`src/sv/b2s_pkg.sv`:
```
// ----------------------------------------------------------------------------
// BLAKE2s-256 package
// Shared types, constants and schedule tables for the hash engine.
// ----------------------------------------------------------------------------
package b2s_pkg;

  localparam logic [31:0] ParamWord = 32'h0101_0020;
  localparam logic [31:0] AllOnes   = 32'hFFFF_FFFF;
  localparam int unsigned NumRounds = 10;

  typedef logic [31:0] word_t;

  typedef enum logic [2:0] {
    ST_IDLE,
    ST_COMP,
    ST_FIN,
    ST_OUT
  } state_e;

  // controller -> datapath
  typedef struct packed {
    logic load;       // take input word into buffer
    logic start;      // set up work vector
    logic step;       // one half round
    logic finish;     // fold work vector into chain
    logic clear_blk;  // empty block buffer
    logic reset_all;  // back to reset state
    logic last;       // final block flag at setup
  } dp_cmd_t;

  // datapath -> controller
  typedef struct packed {
    logic blk_full;   // sixteen words held
    logic rounds_done;
    logic no_bytes;   // incoming word carries no bytes
  } dp_sts_t;

  function automatic word_t iv(input logic [2:0] i);
    case (i)
      3'd0: iv = 32'h6A09E667;
      3'd1: iv = 32'hBB67AE85;
      3'd2: iv = 32'h3C6EF372;
      3'd3: iv = 32'hA54FF53A;
      3'd4: iv = 32'h510E527F;
      3'd5: iv = 32'h9B05688C;
      3'd6: iv = 32'h1F83D9AB;
      default: iv = 32'h5BE0CD19;
    endcase
  endfunction

  // message schedule: sigma row r, entry j
  function automatic logic [3:0] sigma(input logic [3:0] r, input logic [3:0] j);
    logic [63:0] row;
    row = 64'h0;
    case (r)
      4'd0: row = 64'hFEDCBA9876543210;
      4'd1: row = 64'h357B20C16DF984AE;
      4'd2: row = 64'h491763EADF250C8B;
      4'd3: row = 64'h8F04A562EBCD1397;
      4'd4: row = 64'hD386CB1EFA427509;
      4'd5: row = 64'h91EF57D438B0A6C2;
      4'd6: row = 64'hB8293670A4DEF15C;
      4'd7: row = 64'hA2684F05931CE7BD;
      4'd8: row = 64'h5A417D2C803B9EF6;
      default: row = 64'h0DC3E9BF5167482A;
    endcase
    sigma = row[j*4 +: 4];
  endfunction

  function automatic word_t ror(input word_t x, input int unsigned n);
    ror = (x >> n) | (x << (32 - n));
  endfunction

endpackage

```
`src/sv/b2s_ctrl.sv`:
```
// ----------------------------------------------------------------------------
// BLAKE2s controller
// Sequences word intake, compression rounds and digest output.
// ----------------------------------------------------------------------------
module b2s_ctrl
  import b2s_pkg::*;
(
  input  logic    clk_i,
  input  logic    rst_ni,
  input  logic    in_valid_i,
  input  logic    in_final_i,
  input  logic    out_ready_i,
  input  logic    out_last_i,
  input  dp_sts_t sts_i,
  output logic    in_ready_o,
  output logic    out_valid_o,
  output dp_cmd_t cmd_o
);

  state_e state_q, state_d;
  logic   fin_q, fin_d;
  logic   lst_q, lst_d;   // compression in progress is the final one
  logic   acc;

  assign acc = in_valid_i && in_ready_o;

  // next state
  always_comb begin
    state_d = state_q;
    fin_d   = fin_q;
    lst_d   = lst_q;
    case (state_q)
      ST_IDLE: begin
        if (acc) begin
          fin_d = in_final_i;
          if (sts_i.blk_full && !sts_i.no_bytes) state_d = ST_COMP;
          else if (in_final_i) state_d = ST_FIN;
        end
      end
      ST_COMP: begin
        if (sts_i.rounds_done) begin
          if (lst_q) state_d = ST_OUT;
          else if (fin_q) state_d = ST_FIN;
          else state_d = ST_IDLE;
        end
      end
      ST_FIN: begin
        state_d = ST_COMP;
        lst_d   = 1'b1;
      end
      ST_OUT: begin
        if (out_ready_i && out_last_i) begin
          state_d = ST_IDLE;
          fin_d   = 1'b0;
          lst_d   = 1'b0;
        end
      end
      default: state_d = ST_IDLE;
    endcase
  end

  // outputs
  always_comb begin
    cmd_o       = '0;
    in_ready_o  = 1'b0;
    out_valid_o = 1'b0;
    case (state_q)
      ST_IDLE: begin
        in_ready_o = 1'b1;
        if (acc) begin
          if (sts_i.blk_full && !sts_i.no_bytes) begin
            cmd_o.start = 1'b1;
          end else begin
            cmd_o.load = 1'b1;
          end
        end
      end
      ST_COMP: begin
        cmd_o.step = 1'b1;
        if (sts_i.rounds_done) cmd_o.finish = 1'b1;
        if (sts_i.rounds_done && !lst_q) cmd_o.clear_blk = 1'b1;
      end
      ST_FIN: begin
        cmd_o.start = 1'b1;
        cmd_o.last  = 1'b1;
      end
      ST_OUT: begin
        out_valid_o = 1'b1;
        if (out_ready_i && out_last_i) cmd_o.reset_all = 1'b1;
      end
      default: ;
    endcase
  end

  always_ff @(posedge clk_i or negedge rst_ni) begin
    if (!rst_ni) begin
      state_q <= ST_IDLE;
      fin_q   <= 1'b0;
      lst_q   <= 1'b0;
    end else begin
      state_q <= state_d;
      fin_q   <= fin_d;
      lst_q   <= lst_d;
    end
  end

endmodule

```
`config.mk`:
```
export PLATFORM = sky130hd
export DESIGN_NAME = b2s_ctrl
export DESIGN_NICKNAME = d
export VERILOG_FILES = /design/src/sv/b2s_pkg.sv /design/src/sv/b2s_ctrl.sv
export SDC_FILE = /design/constraint.sdc
export NUM_CORES = 1
export LEC_CHECK = 0
export BUFFER_PORTS_ARGS = -buffer_cell sky130_fd_sc_hd__buf_2
export CORE_AREA = 2 2 39 41
export DETAILED_ROUTE_END_ITERATION = 10
export DIE_AREA = 0 0 41 43
export GPL_ROUTABILITY_DRIVEN = 0
export SYNTH_ARGS = -nofsm -noshare
export SYNTH_HDL_FRONTEND = slang
export SYNTH_SLANG_ARGS = --single-unit
```
`constraint.sdc`:
```
create_clock -name clk_i -period 1.35 [get_ports clk_i]
set_clock_uncertainty 0.2 [all_clocks]
set_input_delay 0.0675 -clock clk_i [delete_from_list [all_inputs] [get_ports clk_i]]
set_output_delay 0.0675 -clock clk_i [all_outputs]
set_load 0.005 [all_outputs]
```
# Yosys cells after proc, flatten, opt, wreduce, memory -nomap -nowiden
# Index checks and enable logic that the tools add are counted.
[classes] n_eq_ne=7 muxes=25 n_reduce_logical=12
[op_table] cell="$mux W3" n=6
[op_table] cell="$mux W1" n=12
[op_table] cell="$pmux W3 S4" n=1
[op_table] cell="$eq A3 B2 Y1 const B" n=2
[op_table] cell="$mux W2" n=3
[op_table] cell="$ne A2 B2 Y1 const B" n=3
[op_table] cell="$pmux W1 S2" n=3
[op_table] cell="$logic_and A1 B1 Y1" n=4
[op_table] cell="$reduce_and A4 Y1" n=1
[op_table] cell="$reduce_bool A2 Y1" n=2
[op_table] cell="$eq A3 B1 Y1 const B" n=1
[op_table] cell="$logic_not A3 Y1" n=1
[op_table] cell="$ne A3 B3 Y1 const B" n=1
[op_table] cell="$reduce_and A3 Y1" n=1
[op_table] cell="$logic_not A1 Y1" n=2
[op_table] cell="$reduce_and A2 Y1" n=1
[totals] reg_bits=5 inputBits=9 wordCells=47

# Logic depth before layout (Yosys ltp)
[logic_depth] ltp_word=5 ltp_mapped=4 depth_no_buf=3

# Least setup slack after synthesis
# No wires, ideal clock.
[synth_timing] path_kind="reg-to-reg" from="register state_q[0]" to="register fin_q" arrival_ps=1031 required_time_ps=1024 slack_ps=-7 path_stages_with_launch=5 path_buffers=1 period_less_slack_ps=1357 path_cell_list="dfrtp_1 > buf_6 > or3b_4 > o22ai_2 > a21oi_1"
[synth_between] elab_chain_cells=5
[synth_lines] item="start: declaration" line="b2s_ctrl.sv:20" source="state_e state_q, state_d;"
[synth_lines] item="start signal: assignment" line="b2s_ctrl.sv:101" source="state_q <= state_d;"
[synth_lines] item="$logic_not A3 Y1" line="b2s_ctrl.sv:32, b2s_ctrl.sv:67"
[synth_lines] item="$mux W1" line="b2s_ctrl.sv:67" source="case (state_q)"
[synth_lines] item="$logic_and A1 B1 Y1" line="b2s_ctrl.sv:25" source="assign acc = in_valid_i && in_ready_o;"
[synth_lines] item="$ne A2 B2 Y1 (no source line)"
[synth_lines] item="$reduce_and A3 Y1 (no source line)"
[synth_lines] item="end signal: assignment" line="b2s_ctrl.sv:102" source="fin_q <= fin_d;"
[synth_lines] item="end: declaration" line="b2s_ctrl.sv:21" source="logic fin_q, fin_d;"
# Several ways; a longest one is shown, not always the timed one.
# A chain may end at the register's enable or synchronous reset.

==> reports/metrics.yaml <==
cts_tree: "done"
sw_frac_of_total_pct: 39.26
core-area_um2: 1384
startpoint: "state_q[0]"
fmax_ghz: 0.6666
ff2ff_path_depth: 5
gr-total-overflow: 0
start_util_pct: 20.80
cts_buffers: 3
fin_nets: 73
synth-seq-cells: 4
crit_end: "cmd_o[6]"
dieHeight_um: 43
drcViolationCount: 0
vdd_drop_max_uv: 625.4
setup_viol: 7
final_common_cell: "buf_2"
r2r_end: "state_q[1]"
hp-class: "in2reg"
placed_area_um2: 399.1
antenna_found_initial: 0
grt_usage_pct: 10.61
p_per_area_nw_per_um2: 1988
grt_max_degree: 10
drv_cap: 0
met2_usage_pct: 17.50
grt_use_met1_pct: 12.13
startpoint_type: "flop"
p_int_mw: 0.6298
via_count: 349
crit_arrival_ns: 1.23
setup_slack_ns: -0.1501
hpwlAfterDp_um: 576.6
via_per_inst: 4.474
instances_no_fill: 78
rows: 14
rrSetupSlack_ns: -0.02
syn_avg_cell_area_um2: 8.222
dp.cells: 69
tightest_slew_ns: 0.4157
met3_usage_pct: 1.571
p_leak_nw: 0.2668
yosysWarnings: 0
wl_um: 878
grt_pass1_wl_mm: 1.248
power_frac_comb_pct: 63.4
dr.pass1.iters: 1
pwr-share-seq_pct: 22.8
ant_nets: 0
clk_pin_slew_ns: 0.04
hold_viol: 0
die-area_um2: 1763
failed_checks: "negative setup slack"
rsz0062_at_grt: "yes"
synth_area_um2: 287.8
postLayoutCellArea_um2: 521.8
clock_path_buffers: 2
grt_pass1_vias: 319
worstSetupPathType: "reg2out"
ys_seq_area_share_pct: 34.78
crit_slowest_cell: "or3b_4"
final_layout_size_suffix_gt1_share_pct: 53.23
path_max_fanout: 3
cts-htree-levels: 1
period_share_pct: 111.1
fin_util_pct: 37.70
clock_sinks: 4
synthCells: 35
wl_per_cell_um: 11.26
outcome: "complete, but fails checks"
p_switching_mw: 0.4072
worstSetupEndpointType: "primary output"
max_stage_delay_ns: 0.41
first_iter_violations: 0
top_usage_layer: "met2"
syn_to_final_growth_pct: 81.30
die-width_um: 41
clkLatencyLatePin_ns: 0.23
cts_root_buf: "clkbuf_4"
port-buffer-count: 17
cp_cell_sequence: "or3b_4 > nor2_1 > buf_2"
pwr-share-clk_pct: 13.8
synthesis.nets: 44
crit_required_ns: 1.08
min_period_ns: 1.500
timing.rr.start: "state_q[1]"
yosysUniqueCellTypes: 18
io_pins: 18
relSlewSlack_pct: 72.23
slew_violations: 0
antenna_cells: 0
final_cell_mix: "buf_2, nor2_1, dfrtp_1, dlygate4sd3_1, buf_4"
## cell type report
cell class	instances	area (um2)
Clock buffer	3	22.52
Fill cell	149	862.1
Inverter	1	3.754
Multi-Input combinational cell	28	209.0
Sequential cell	4	100.1
Tap cell	16	20.02
Timing Repair Buffer	26	166.4
## routing by layer
layer	wire length (um)	share of wire, %
met2	489	56
met3	43	4.9
met1	344	39
met4	0	0
met5	0	0
## state kept, by name, summed over array words and instances, names as in the netlist
name and flops:
fin_q 1, state_q 2, lst_q 1
## through the flow
| stage | hold slack, ns | power (mW) | setup TNS (ns) | setup WS [ns] |
|---|---|---|---|---|
| after floorplan | -0.4281 | 0.5293 | -0.006524 | -0.006524 |
| after global placement | -0.3243 | 0.7045 | 0 | 0.01658 |
| after detailed placement | -0.3240 | 0.7066 | -0.008477 | -0.008477 |
| after CTS | 0.007410 | 0.9131 | -0.5750 | -0.1439 |
| after global routing | 0.03937 | 1.113 | -0.8280 | -0.1785 |
| final | 0.008518 | 1.037 | -0.5160 | -0.1501 |
## cells by family after synthesis
| group | after synthesis | share of synthesized area, % |
|---|---|---|
| AND/OR/NAND/NOR | 20 | 37.82 |
| flip-flops | 4 | 34.78 |
| buffers and inverters | 3 | 6.953 |
| AO/OA/AOI/OAI | 8 | 20.44 |
## worst max-delay path, delay by kind of cell, from the launching register on
family / cells / cell delay [ns]
AND/OR/NAND/NOR: 2 / 0.50
flip-flops: 1 / 0.39
buffers and inverters: 1 / 0.12
## worst min path at each step
stage	startpoint	end	slack, ns	cells after the start
floorplan	rst_ni	fin_q	-0.43	0
global placement	rst_ni	lst_q	-0.32	1
detailed placement	rst_ni	fin_q	-0.32	1
CTS	out_last_i	lst_q	0.007	3
global route	out_last_i	lst_q	0.04	3
finish	out_last_i	lst_q	0.009	3
## synth_stat cells
cell	instances	share of area, %
o21bai_1	1	2.6
buf_6	1	3.9
a22oi_1	1	2.6
and3_1	2	4.3
or3b_4	1	3.9
dfrtp_1	4	35
inv_1	1	1.3
o22ai_2	1	4.3
and2_1	2	4.3
o31ai_1	1	2.6
nor2b_1	4	8.7
nor2_1	5	6.5
buf_2	1	1.7
nand3b_1	1	2.6
nand3_1	2	3.5
o311ai_1	1	3.0
a21oi_1	3	5.2
nand2_1	3	3.9
## repair_timing
item | 4_1_cts | 5_1_grt
endpoints found under the setup margin | 8 | 9
cloned | 0 | 0
pin swaps | 1 | 1
hold buffers | 4 | 0
buffers inserted | 1 | 1
resized for setup | 3 | 7
hold endpoints to repair | 6 | 0
## power groups by stage
stage | Combinational, mW | Sequential, mW | Clock, mW
3_3_place_gp | 0.470 | 0.235 | 0
6_report | 0.657 | 0.237 | 0.143
4_1_cts | 0.537 | 0.229 | 0.147
5_1_grt | 0.717 | 0.247 | 0.149
2_1_floorplan | 0.321 | 0.209 | 0
3_5_place_dp | 0.470 | 0.237 | 0
Power figures use the tool's default switching activity.
